**config.mk**
```make
export PLATFORM = sky130hd
export DESIGN_NAME = clipped_fill_blit_sprite_engine_top
export DESIGN_NICKNAME = d
export VERILOG_FILES = /design/src/rtl/core/cfbse_pkg.sv /design/src/rtl/core/cfbse_front.sv /design/src/rtl/core/cfbse_queue.sv /design/src/rtl/core/cfbse_back.sv /design/src/rtl/core/clipped_fill_blit_sprite_engine_top.sv
export SDC_FILE = /design/constraint.sdc
export NUM_CORES = 2
export LEC_CHECK = 0
export ABC_AREA = 1
export CORE_MARGIN = 2
export CORE_UTILIZATION = 66
export DETAILED_ROUTE_END_ITERATION = 7
export DONT_BUFFER_PORTS = 1
export PLACE_DENSITY_LB_ADDON = 0.12
export SYNTH_ARGS = -nofsm -noshare
export SYNTH_HDL_FRONTEND = slang
export SYNTH_HIERARCHICAL = 1
export SYNTH_SLANG_ARGS = --single-unit
```
**constraint.sdc**
```tcl
create_clock -name i_clk -period 20.7 [get_ports i_clk]
set_clock_uncertainty 0.15 [all_clocks]
set_input_delay 4.14 -clock i_clk [delete_from_list [all_inputs] [get_ports i_clk]]
set_output_delay 4.14 -clock i_clk [all_outputs]
set_load 0.1 [all_outputs]
```
**src/rtl/core/cfbse_pkg.sv**
```systemverilog
// shared types, codes and sprite table for the clipped fill / blit / cursor engine
package cfbse_pkg;

    localparam int            MAX_DIM     = 4096;
    localparam int            SPRITE_W    = 12;
    localparam int            SPRITE_H    = 19;
    localparam int            DIM_W       = 13;
    localparam int            COORD_W     = 12;
    localparam int            CFG_IDX_W   = 1;
    localparam int            QUEUE_DEPTH = 4;
    localparam int            QUEUE_AW    = 2;
    localparam int            QUEUE_CW    = 3;

    localparam logic [DIM_W-1:0] DIM_LIMIT    = DIM_W'(MAX_DIM);
    localparam logic [DIM_W-1:0] RESET_WIDTH  = 13'd640;
    localparam logic [DIM_W-1:0] RESET_HEIGHT = 13'd480;

    localparam logic [31:0] CURSOR_DARK  = 32'h0000_0000;
    localparam logic [31:0] CURSOR_LIGHT = 32'h00FF_FFFF;

    // input item kinds
    localparam logic [1:0] KIND_FILL   = 2'd0;
    localparam logic [1:0] KIND_BLIT   = 2'd1;
    localparam logic [1:0] KIND_CURSOR = 2'd2;
    localparam logic [1:0] KIND_TICK   = 2'd3;

    // running job modes
    localparam logic [1:0] MODE_FILL   = 2'd0;
    localparam logic [1:0] MODE_BLIT   = 2'd1;
    localparam logic [1:0] MODE_CURSOR = 2'd2;

    // configuration register indexes
    localparam logic [CFG_IDX_W-1:0] CFG_SURF_W = 1'd0;
    localparam logic [CFG_IDX_W-1:0] CFG_SURF_H = 1'd1;

    // sprite cell codes
    localparam logic [1:0] CELL_CLEAR = 2'd0;
    localparam logic [1:0] CELL_DARK  = 2'd1;
    localparam logic [1:0] CELL_LIGHT = 2'd2;

    typedef struct packed {
        logic [1:0]         kind;
        logic signed [15:0] pos_x;
        logic signed [15:0] pos_y;
        logic signed [15:0] rect_width;
        logic signed [15:0] rect_height;
        logic [31:0]        color;
    } t_in;

    typedef struct packed {
        logic        write_valid;
        logic        from_source;
        logic [23:0] dest_offset;
        logic [29:0] src_offset;
        logic [31:0] pixel_value;
        logic        done_res;
        logic        busy_res;
        logic        accepted;
    } t_out;

    // classified request handed from the front to the back
    typedef struct packed {
        logic               wv;
        logic               from_src;
        logic [COORD_W-1:0] dx;
        logic [COORD_W-1:0] dy;
        logic [DIM_W-1:0]   sw;
        logic [16:0]        srow;
        logic [16:0]        scol;
        logic [15:0]        pitch;
        logic [31:0]        pix;
        logic               done;
        logic               busy;
        logic               acc;
    } t_job;

    // one sprite row, leftmost cell in the top two bits
    function automatic logic [23:0] arrow_row(input logic [4:0] row);
        logic [23:0] bits;
        unique case (row)
            5'd0:  bits = 24'b01_00_00_00_00_00_00_00_00_00_00_00;
            5'd1:  bits = 24'b01_01_00_00_00_00_00_00_00_00_00_00;
            5'd2:  bits = 24'b01_10_01_00_00_00_00_00_00_00_00_00;
            5'd3:  bits = 24'b01_10_10_01_00_00_00_00_00_00_00_00;
            5'd4:  bits = 24'b01_10_10_10_01_00_00_00_00_00_00_00;
            5'd5:  bits = 24'b01_10_10_10_10_01_00_00_00_00_00_00;
            5'd6:  bits = 24'b01_10_10_10_10_10_01_00_00_00_00_00;
            5'd7:  bits = 24'b01_10_10_10_10_10_10_01_00_00_00_00;
            5'd8:  bits = 24'b01_10_10_10_10_10_10_10_01_00_00_00;
            5'd9:  bits = 24'b01_10_10_10_10_10_10_10_10_01_00_00;
            5'd10: bits = 24'b01_10_10_10_10_10_10_10_10_10_01_00;
            5'd11: bits = 24'b01_10_10_10_10_10_10_10_10_10_10_01;
            5'd12: bits = 24'b01_10_10_10_10_10_10_01_01_01_01_01;
            5'd13: bits = 24'b01_10_10_10_01_10_10_01_00_00_00_00;
            5'd14: bits = 24'b01_10_10_01_00_01_10_10_01_00_00_00;
            5'd15: bits = 24'b01_10_01_00_00_01_10_10_01_00_00_00;
            5'd16: bits = 24'b01_01_00_00_00_00_01_10_10_01_00_00;
            5'd17: bits = 24'b00_00_00_00_00_00_01_10_10_01_00_00;
            5'd18: bits = 24'b00_00_00_00_00_00_00_01_01_00_00_00;
            default: bits = '0;
        endcase
        return bits;
    endfunction

    function automatic logic [1:0] arrow_cell(input logic [4:0] row, input logic [3:0] col);
        logic [23:0] bits;
        logic [4:0]  lsb;
        bits = arrow_row(row);
        lsb  = 5'd22 - {col, 1'b0};
        if (col >= 4'(SPRITE_W)) return CELL_CLEAR;
        return bits[lsb +: 2];
    endfunction

endpackage

```
**src/rtl/core/cfbse_front.sv**
```systemverilog
// front end: config registers, command clipping, pixel walk and request classification
module cfbse_front
    import cfbse_pkg::*;
(
    input  logic                 i_clk,
    input  logic                 i_rst_n,
    input  logic                 i_in_valid,
    output logic                 o_in_stall,
    input  t_in                  i_in_req,
    input  logic                 i_cfg_we,
    input  logic [CFG_IDX_W-1:0] i_cfg_idx,
    input  logic [DIM_W-1:0]     i_cfg_data,
    input  logic                 i_q_full,
    output logic                 o_q_push,
    output t_job                 o_q_job
);

    logic [DIM_W-1:0] r_surf_w, r_surf_h;
    logic [1:0]       r_mode, n_mode;
    logic             r_running, n_running;
    logic [15:0]      r_origin_x, r_origin_y, r_span_w, r_span_h;
    logic [15:0]      n_origin_x, n_origin_y, n_span_w, n_span_h;
    logic [15:0]      r_col, r_row, n_col, n_row;
    logic [15:0]      r_src_x0, r_src_y0, r_src_pitch;
    logic [15:0]      n_src_x0, n_src_y0, n_src_pitch;
    logic [31:0]      r_fill, n_fill;

    logic             accept;
    logic [DIM_W-1:0] eff_w, eff_h;
    logic signed [17:0] sw18, sh18, x18, y18, w18, h18;
    logic signed [17:0] f_x1, f_y1, f_w1, f_h1, f_w2, f_h2;
    logic signed [17:0] b_x1, b_y1, b_w1, b_h1, b_w2, b_h2, b_sx, b_sy;
    logic             fill_ok, blit_ok, cur_ok, cmd_ok;
    logic signed [17:0] cur_px, cur_py;
    logic [1:0]       spr_code;
    logic             cur_write;
    logic [15:0]      col_inc, row_inc;
    t_job             job;

    assign accept     = i_in_valid && !i_q_full;
    assign o_in_stall = i_q_full;
    assign o_q_push   = accept;
    assign o_q_job    = job;

    assign eff_w = (r_surf_w > DIM_LIMIT) ? DIM_LIMIT : r_surf_w;
    assign eff_h = (r_surf_h > DIM_LIMIT) ? DIM_LIMIT : r_surf_h;

    always_comb begin
        sw18 = signed'({5'b0, eff_w});
        sh18 = signed'({5'b0, eff_h});
        x18  = signed'({{2{i_in_req.pos_x[15]}}, i_in_req.pos_x});
        y18  = signed'({{2{i_in_req.pos_y[15]}}, i_in_req.pos_y});
        w18  = signed'({{2{i_in_req.rect_width[15]}}, i_in_req.rect_width});
        h18  = signed'({{2{i_in_req.rect_height[15]}}, i_in_req.rect_height});

        // fill: clip at the origin, then at the far edges
        f_x1 = (x18 < 18'sd0) ? 18'sd0 : x18;
        f_w1 = (x18 < 18'sd0) ? w18 + x18 : w18;
        f_y1 = (y18 < 18'sd0) ? 18'sd0 : y18;
        f_h1 = (y18 < 18'sd0) ? h18 + y18 : h18;
        f_w2 = (f_x1 + f_w1 > sw18) ? sw18 - f_x1 : f_w1;
        f_h2 = (f_y1 + f_h1 > sh18) ? sh18 - f_y1 : f_h1;
        fill_ok = (w18 > 18'sd0) && (h18 > 18'sd0) && (f_x1 < sw18) && (f_y1 < sh18)
                  && (f_w2 > 18'sd0) && (f_h2 > 18'sd0);

        // blit: a negative origin moves the source start inward
        b_sx = (x18 < 18'sd0) ? -x18 : 18'sd0;
        b_x1 = (x18 < 18'sd0) ? 18'sd0 : x18;
        b_w1 = (x18 < 18'sd0) ? w18 + x18 : w18;
        b_sy = (y18 < 18'sd0) ? -y18 : 18'sd0;
        b_y1 = (y18 < 18'sd0) ? 18'sd0 : y18;
        b_h1 = (y18 < 18'sd0) ? h18 + y18 : h18;
        b_w2 = (b_x1 + b_w1 > sw18) ? sw18 - b_x1 : b_w1;
        b_h2 = (b_y1 + b_h1 > sh18) ? sh18 - b_y1 : b_h1;
        blit_ok = (b_w2 > 18'sd0) && (b_h2 > 18'sd0);

        cur_ok = (x18 < sw18) && (y18 < sh18)
                 && (x18 + signed'(18'(SPRITE_W)) > 18'sd0)
                 && (y18 + signed'(18'(SPRITE_H)) > 18'sd0);

        // cursor cell for the current walk position
        cur_px = signed'({{2{r_origin_x[15]}}, r_origin_x} + {2'b00, r_col});
        cur_py = signed'({{2{r_origin_y[15]}}, r_origin_y} + {2'b00, r_row});
        spr_code = (r_row < 16'(SPRITE_H) && r_col < 16'(SPRITE_W))
                   ? arrow_cell(r_row[4:0], r_col[3:0]) : CELL_CLEAR;
        cur_write = (spr_code != CELL_CLEAR) && (cur_px >= 18'sd0) && (cur_py >= 18'sd0)
                    && (cur_px < sw18) && (cur_py < sh18);
        col_inc = r_col + 16'd1;
        row_inc = r_row + 16'd1;
    end

    always_comb begin
        n_mode      = r_mode;
        n_running   = r_running;
        n_origin_x  = r_origin_x;
        n_origin_y  = r_origin_y;
        n_span_w    = r_span_w;
        n_span_h    = r_span_h;
        n_col       = r_col;
        n_row       = r_row;
        n_src_x0    = r_src_x0;
        n_src_y0    = r_src_y0;
        n_src_pitch = r_src_pitch;
        n_fill      = r_fill;
        cmd_ok      = 1'b0;
        job         = '0;
        job.sw      = eff_w;

        if (i_in_req.kind == KIND_TICK) begin
            if (r_running) begin
                if (r_mode == MODE_CURSOR) begin
                    if (cur_write) begin
                        job.wv  = 1'b1;
                        job.dx  = cur_px[COORD_W-1:0];
                        job.dy  = cur_py[COORD_W-1:0];
                        job.pix = (spr_code == CELL_DARK) ? CURSOR_DARK : CURSOR_LIGHT;
                    end
                end else begin
                    job.wv = 1'b1;
                    job.dx = r_origin_x[COORD_W-1:0] + r_col[COORD_W-1:0];
                    job.dy = r_origin_y[COORD_W-1:0] + r_row[COORD_W-1:0];
                    if (r_mode == MODE_BLIT) begin
                        job.from_src = 1'b1;
                        job.srow     = {1'b0, r_src_y0} + {1'b0, r_row};
                        job.scol     = {1'b0, r_src_x0} + {1'b0, r_col};
                        job.pitch    = r_src_pitch;
                    end else begin
                        job.pix = r_fill;
                    end
                end
                n_col = col_inc;
                if (col_inc >= r_span_w) begin
                    n_col = '0;
                    n_row = row_inc;
                    if (row_inc >= r_span_h) begin
                        n_running = 1'b0;
                        job.done  = 1'b1;
                    end
                end
            end
        end else if (!r_running) begin
            priority if (i_in_req.kind == KIND_FILL) begin
                cmd_ok     = fill_ok;
                n_mode     = MODE_FILL;
                n_origin_x = f_x1[15:0];
                n_origin_y = f_y1[15:0];
                n_span_w   = f_w2[15:0];
                n_span_h   = f_h2[15:0];
                n_fill     = i_in_req.color;
            end else if (i_in_req.kind == KIND_BLIT) begin
                cmd_ok      = blit_ok;
                n_mode      = MODE_BLIT;
                n_origin_x  = b_x1[15:0];
                n_origin_y  = b_y1[15:0];
                n_span_w    = b_w2[15:0];
                n_span_h    = b_h2[15:0];
                n_src_x0    = b_sx[15:0];
                n_src_y0    = b_sy[15:0];
                n_src_pitch = i_in_req.rect_width;
            end else begin
                cmd_ok     = cur_ok;
                n_mode     = MODE_CURSOR;
                n_origin_x = i_in_req.pos_x;
                n_origin_y = i_in_req.pos_y;
                n_span_w   = 16'(SPRITE_W);
                n_span_h   = 16'(SPRITE_H);
            end
            if (cmd_ok) begin
                n_running = 1'b1;
                n_col     = '0;
                n_row     = '0;
            end
        end

        job.busy = n_running;
        job.acc  = cmd_ok;
    end

    always_ff @(posedge i_clk) begin
        if (!i_rst_n) begin
            r_surf_w  <= RESET_WIDTH;
            r_surf_h  <= RESET_HEIGHT;
            r_running <= 1'b0;
            r_mode    <= MODE_FILL;
            r_col     <= '0;
            r_row     <= '0;
        end else begin
            if (i_cfg_we) begin
                unique case (i_cfg_idx)
                    CFG_SURF_W: r_surf_w <= i_cfg_data;
                    CFG_SURF_H: r_surf_h <= i_cfg_data;
                    default: ;
                endcase
            end
            if (accept) begin
                r_running <= n_running;
                r_mode    <= n_mode;
                r_col     <= n_col;
                r_row     <= n_row;
            end
        end
    end

    // job geometry, only read while a command runs
    always_ff @(posedge i_clk) begin
        if (accept) begin
            r_origin_x  <= n_origin_x;
            r_origin_y  <= n_origin_y;
            r_span_w    <= n_span_w;
            r_span_h    <= n_span_h;
            r_src_x0    <= n_src_x0;
            r_src_y0    <= n_src_y0;
            r_src_pitch <= n_src_pitch;
            r_fill      <= n_fill;
        end
    end

endmodule

```
**src/rtl/core/cfbse_queue.sv**
```systemverilog
// short request queue between the front and the back
module cfbse_queue
    import cfbse_pkg::*;
(
    input  logic i_clk,
    input  logic i_rst_n,
    input  logic i_push,
    input  t_job i_data,
    output logic o_full,
    input  logic i_pop,
    output logic o_valid,
    output t_job o_data
);

    t_job                r_mem [QUEUE_DEPTH];
    logic [QUEUE_AW-1:0] r_wr_ptr, r_rd_ptr;
    logic [QUEUE_CW-1:0] r_count;
    logic                do_push, do_pop;

    assign o_full  = (r_count == QUEUE_CW'(QUEUE_DEPTH));
    assign o_valid = (r_count != '0);
    assign o_data  = r_mem[r_rd_ptr];
    assign do_push = i_push && !o_full;
    assign do_pop  = i_pop && o_valid;

    always_ff @(posedge i_clk) begin
        if (!i_rst_n) begin
            r_wr_ptr <= '0;
            r_rd_ptr <= '0;
            r_count  <= '0;
        end else begin
            if (do_push) r_wr_ptr <= r_wr_ptr + 1'b1;
            if (do_pop)  r_rd_ptr <= r_rd_ptr + 1'b1;
            if (do_push && !do_pop)      r_count <= r_count + 1'b1;
            else if (do_pop && !do_push) r_count <= r_count - 1'b1;
        end
    end

    always_ff @(posedge i_clk) begin
        if (do_push) r_mem[r_wr_ptr] <= i_data;
    end

`ifndef SYNTHESIS
    a_count_up: assert property (@(posedge i_clk) disable iff (!i_rst_n)
        do_push && !do_pop |=> r_count == $past(r_count) + 1'b1)
        else $error("queue count did not follow a push");
    a_count_down: assert property (@(posedge i_clk) disable iff (!i_rst_n)
        do_pop && !do_push |=> r_count == $past(r_count) - 1'b1)
        else $error("queue count did not follow a pop");
`endif

endmodule

```
**src/rtl/core/cfbse_back.sv**
```systemverilog
// back end: offset multiply stage and result register
module cfbse_back
    import cfbse_pkg::*;
(
    input  logic i_clk,
    input  logic i_rst_n,
    input  logic i_q_valid,
    input  t_job i_q_job,
    output logic o_q_pop,
    output logic o_out_valid,
    input  logic i_out_stall,
    output t_out o_out_res
);

    logic        r1_valid;
    t_job        r1_job;
    logic [24:0] r1_dprod;
    logic [32:0] r1_sprod;
    logic        r_out_valid;
    t_out        r_out;
    logic        s1_ready, s2_ready;

    assign s2_ready    = !r_out_valid || !i_out_stall;
    assign s1_ready    = !r1_valid || s2_ready;
    assign o_q_pop     = i_q_valid && s1_ready;
    assign o_out_valid = r_out_valid;
    assign o_out_res   = r_out;

    always_ff @(posedge i_clk) begin
        if (!i_rst_n) begin
            r1_valid    <= 1'b0;
            r_out_valid <= 1'b0;
        end else begin
            if (s1_ready) r1_valid <= i_q_valid;
            if (s2_ready) r_out_valid <= r1_valid;
        end
    end

    always_ff @(posedge i_clk) begin
        if (s1_ready && i_q_valid) begin
            r1_job   <= i_q_job;
            r1_dprod <= i_q_job.dy * i_q_job.sw;
            r1_sprod <= i_q_job.srow * i_q_job.pitch;
        end
        if (s2_ready && r1_valid) begin
            r_out.write_valid <= r1_job.wv;
            r_out.from_source <= r1_job.from_src;
            r_out.dest_offset <= r1_dprod[23:0] + 24'(r1_job.dx);
            r_out.src_offset  <= r1_sprod[29:0] + 30'(r1_job.scol);
            r_out.pixel_value <= r1_job.pix;
            r_out.done_res    <= r1_job.done;
            r_out.busy_res    <= r1_job.busy;
            r_out.accepted    <= r1_job.acc;
        end
    end

`ifndef SYNTHESIS
    a_idle_zero: assert property (@(posedge i_clk) disable iff (!i_rst_n)
        r_out_valid && !r_out.write_valid |->
            r_out.dest_offset == '0 && r_out.src_offset == '0
            && r_out.pixel_value == '0 && !r_out.from_source)
        else $error("result without a write carries nonzero payload");
    a_hold_s1: assert property (@(posedge i_clk) disable iff (!i_rst_n)
        r1_valid && !s2_ready |=> r1_valid && $stable(r1_job) && $stable(r1_dprod))
        else $error("multiply stage changed while blocked");
`endif

endmodule

```
**src/rtl/core/clipped_fill_blit_sprite_engine_top.sv**
```systemverilog
// top level of the clipped fill, blit and cursor drawing engine
//
// Request channel: i_in_valid / o_in_stall carry one t_in per request. Commands
// (fill, blit, cursor) start a job when idle and visible; each tick request walks
// one pixel of the running job in row-major order.
// Result channel: o_out_valid / i_out_stall carry one t_out for every request,
// in request order: destination offset plus colour or source offset, with done,
// busy and accepted flags.
// Config: i_cfg_we writes surface width (index 0) or height (index 1); write only
// while no request is in flight.
// Throughput: one request per clock while o_in_stall is low; the clip and walk logic
// in the front end is combinational. A result is registered through the queue entry,
// the multiply stage and then the result register.
// Reset: surface is 640 x 480, no job runs, queue and back end are empty.
// Result stall: the back end and a four-entry queue absorb it; o_in_stall rises
// once the queue is full and drops as soon as the back end drains an entry.
module clipped_fill_blit_sprite_engine_top
    import cfbse_pkg::*;
(
    input  logic                 i_clk,
    input  logic                 i_rst_n,
    input  logic                 i_in_valid,
    output logic                 o_in_stall,
    input  t_in                  i_in_req,
    output logic                 o_out_valid,
    input  logic                 i_out_stall,
    output t_out                 o_out_res,
    input  logic                 i_cfg_we,
    input  logic [CFG_IDX_W-1:0] i_cfg_idx,
    input  logic [DIM_W-1:0]     i_cfg_data
);

    logic q_full, q_push, q_valid, q_pop;
    t_job q_in_job, q_out_job;

    cfbse_front u_front (
        .i_clk      (i_clk),
        .i_rst_n    (i_rst_n),
        .i_in_valid (i_in_valid),
        .o_in_stall (o_in_stall),
        .i_in_req   (i_in_req),
        .i_cfg_we   (i_cfg_we),
        .i_cfg_idx  (i_cfg_idx),
        .i_cfg_data (i_cfg_data),
        .i_q_full   (q_full),
        .o_q_push   (q_push),
        .o_q_job    (q_in_job)
    );

    cfbse_queue u_queue (
        .i_clk   (i_clk),
        .i_rst_n (i_rst_n),
        .i_push  (q_push),
        .i_data  (q_in_job),
        .o_full  (q_full),
        .i_pop   (q_pop),
        .o_valid (q_valid),
        .o_data  (q_out_job)
    );

    cfbse_back u_back (
        .i_clk       (i_clk),
        .i_rst_n     (i_rst_n),
        .i_q_valid   (q_valid),
        .i_q_job     (q_out_job),
        .o_q_pop     (q_pop),
        .o_out_valid (o_out_valid),
        .i_out_stall (i_out_stall),
        .o_out_res   (o_out_res)
    );

endmodule

```
==> results.cfg <==
[run_status]
outcome = finished clean

[die]
die_y_um = 317
rows = 114
dieArea_um2 = 100000
ios = 210
core_um2 = 96900
initial_core_util = 0.667
die_w_um = 317

[clocking]
clkLatencyLatePin_ns = 0.70
cts_tree = done
cts_resized = 0
clock-sinks = 945
htree_levels = 3
postCtsSetupBuffers = 0
cts_root_buf = clkbuf_16
cts.path.max_buffers = 3
hold_buffers = 0
cts_inserted_buffers = 97
path_clk_slew_ns = 0.06

[final_layout]
fin_util = 0.711
fillers = 7426
num-nets-final = 8072
drive_gt1_frac = 0.0489
syn2layout_area_growth_pct = 6.72
final_cells = 8533

[global_route]
grtUsageTotal = 0.344
antenna_found_initial = 9
grt_pass1_wl_mm = 265
grt_pass1_vias = 48000
gr-total-overflow = 0
grt_max_degree = 193

[yosys]
synth.most_common_cell = nand2_1
synthesis.area_um2 = 64600
ys_seq_area_frac = 0.425
ys_types = 61
syn_inst = 7239
synth_top_area_frac = 0.396
ys_warn_count = 6
synth_nets = 8139
synthTopCellsByArea = edfxtp_1 (40%), fa_1 (10%), nand2_1 (8.8%)
synth_seq_cells = 945
yosys_most_used_dff = edfxtp_1
synth_commonest_cells = nand2_1 (1,517), inv_1 (1,237), edfxtp_1 (851)
async_flop_share = 0
syn_area_per_cell_um2 = 8.92
synth_edf_count = 851
yosys.area.top_type = edfxtp_1

[setup_path]
rr_endpoint = u_back/r1_sprod[20]$_DFFE_PP_
cp_num_cells = 41
critical_path_class = input pin to flop
endpoint_kind = flop
path_buf_inv = 3
critPathSlowestCell = nand2_1
worst_setup_path_start_kind = input pin
cp_max_fo = 30
max_stage_delay_ns = 0.67
regToRegSetupSlack_ns = 12.67
cpLargestDelayFamily = simple AND/OR/NAND/NOR gates
worst-r2r-cell-count = 24
arrival_ns = 10.58
cpMostUsedCell = nand2_1
required_ns = 21.13

[worst_hold_path]
min_to = u_back/o_out_res[31]$_DFFE_PP_
min_path_cells = 0
hp-start = u_back/r1_job[31]$_DFFE_PP_
hold_path.class = flop to flop

[routing]
vias = 49700
drcViolationCount = 0
drt_iter0_markers = 4788
drtPass1Iterations = 6
viasPerCell = 5.82
antenna_left = 0
drt-total-wl_mm = 173
drt-wirelength-per-cell_um = 20.2

[timing]
min_period_ns = 10.14
rsz0062_at_grt = no
maxSlewViolCount = 0
fmax_ghz = 0.0986
setup_viol_count_final = 0
setup_ws_ns = 10.56
hold_viol = 0
tns_ns = 0
worst_pin_slew_ns = 1.15
period_share = 0.490
slew-limit-headroom = 0.232

[place]
place_hpwl_mm = 128
place_ws_ns = 10.03
gp_congestion = 1.01
portBuffers = 0
placedCellCount = 8349

[run]
maxCapViolations = 0
[kinds of logic (layout without fill, tap and decap cells)]
logic type      Yosys count  after routing  share of synthesized area
flops                   945            945                      0.425
buf+inv                1489           1504                     0.0915
simple gates           2824           2824                      0.183
fa+ha+maj               783            783                      0.190
xor+xnor                172            172                     0.0233
compound gates         1026           1026                     0.0874
other cells               0              3                          0
[registers in the layout (all words and copies together) (netlist names), 24 cells and up, named ones only]
| name | cells |
|---|---|
| u_back/r1_dprod | 24 |
| u_queue/r_mem | 496 |
| u_back/r1_job | 66 |
| u_front/r_fill | 32 |
| u_back/o_out_res | 91 |
| u_back/r1_sprod | 30 |
[layout by cell type, fill, tap and decap left out, drive strengths merged, types with 4 or more instances in the layout]
| cell type | netlist | routed |
|---|---|---|
| o221ai | 5 | 5 |
| o2111ai | 4 | 4 |
| and2 | 8 | 8 |
| bufinv | 0 | 11 |
| a21boi | 12 | 12 |
| nor3b | 5 | 5 |
| clkbuf | 156 | 115 |
| a31oi | 10 | 10 |
| xnor2 | 31 | 31 |
| fa | 328 | 328 |
| o31ai | 4 | 4 |
| nand3 | 273 | 273 |
| edfxtp | 851 | 851 |
| o211ai | 12 | 12 |
| clkinvlp | 0 | 5 |
| a2111oi | 4 | 4 |
| o21ai | 458 | 458 |
| nor2 | 780 | 780 |
| o22ai | 125 | 125 |
| or2 | 12 | 12 |
| a21oi | 322 | 322 |
| nor4 | 22 | 22 |
| o21bai | 20 | 20 |
| a21o | 13 | 13 |
| buf | 76 | 66 |
| xor2 | 141 | 141 |
| ha | 455 | 455 |
| nand2 | 1553 | 1553 |
| dfxtp | 94 | 94 |
| clkinv | 4 | 47 |
| and3 | 6 | 6 |
| nor3 | 74 | 74 |
| nand3b | 22 | 22 |
| inv | 1253 | 1260 |
| o21a | 11 | 11 |
| a211oi | 22 | 22 |
| nand4 | 68 | 68 |
[routing by layer]
metal	vias up	part of all wire	routed length [um]	global-route usage
met5	-	0.00042	72	0
met4	10	0.039	6780	0.135
met3	374	0.081	14000	0.0561
met2	2042	0.47	81200	0.566
met1	23800	0.41	70800	0.459
li1	23400	-	-	-
[worst reg2reg max path, stage by stage (launching register included)]
cell and delay (ns):
dfxtp_4 0.52, inv_8 0.75, buf_4 0.97, o21ai_1 0.13, o22ai_1 0.14, buf_4 0.28, nand2_1 0.13, fa_1 0.60
fa_1 0.43, fa_1 0.49, fa_1 0.49, inv_1 0.05, fa_1 0.52, inv_1 0.06, fa_1 0.54, inv_1 0.04
ha_1 0.34, nand2_1 0.19, inv_1 0.06, a21oi_1 0.23, nand3_1 0.27, nand2_1 0.16, nand3_1 0.07, nand2_1 0.07
nand2_1 0.06
[through the flow]
stage          hold WS [ns]  cell area, um^2
5_1_grt               0.269            68900
3_5_place_dp          0.255            65700
4_1_cts               0.265            68900
2_1_floorplan         0.250            64600
6_report              0.262            68900
3_3_place_gp          0.250            65700
[cell type report]
type	instances	area, um^2	area share
Inverter	1257	4730	0.0687
Timing Repair Buffer	66	520	0.00755
Multi-Input combinational cell	4805	31400	0.456
Clock buffer	115	2540	0.0368
Sequential cell	945	27400	0.398
Clock inverter	66	679	0.00986
Antenna cell	3	7.51	0.000109
Tap cell	1276	1600	0.0232
[how the worst max path moves through the flow]
stage / from / slack, ns / end
final: i_in_req[48] / 10.56 / u_front/r_col[13]$_SDFFE_PN0P_
after global placement: i_in_req[48] / 10.16 / u_front/r_col[13]$_SDFFE_PN0P_
after floorplan: i_in_valid / 9.87 / u_queue/r_mem[0][0]$_DFFE_PP_
after detailed placement: i_in_req[48] / 10.03 / u_front/r_col[13]$_SDFFE_PN0P_
after global routing: i_in_req[48] / 9.98 / u_front/r_col[13]$_SDFFE_PN0P_
after CTS: i_in_req[48] / 10.71 / u_front/r_col[13]$_SDFFE_PN0P_
Power is not shown: default switching activity piles up to over one toggle a cycle in this logic, so the estimate is an artifact.
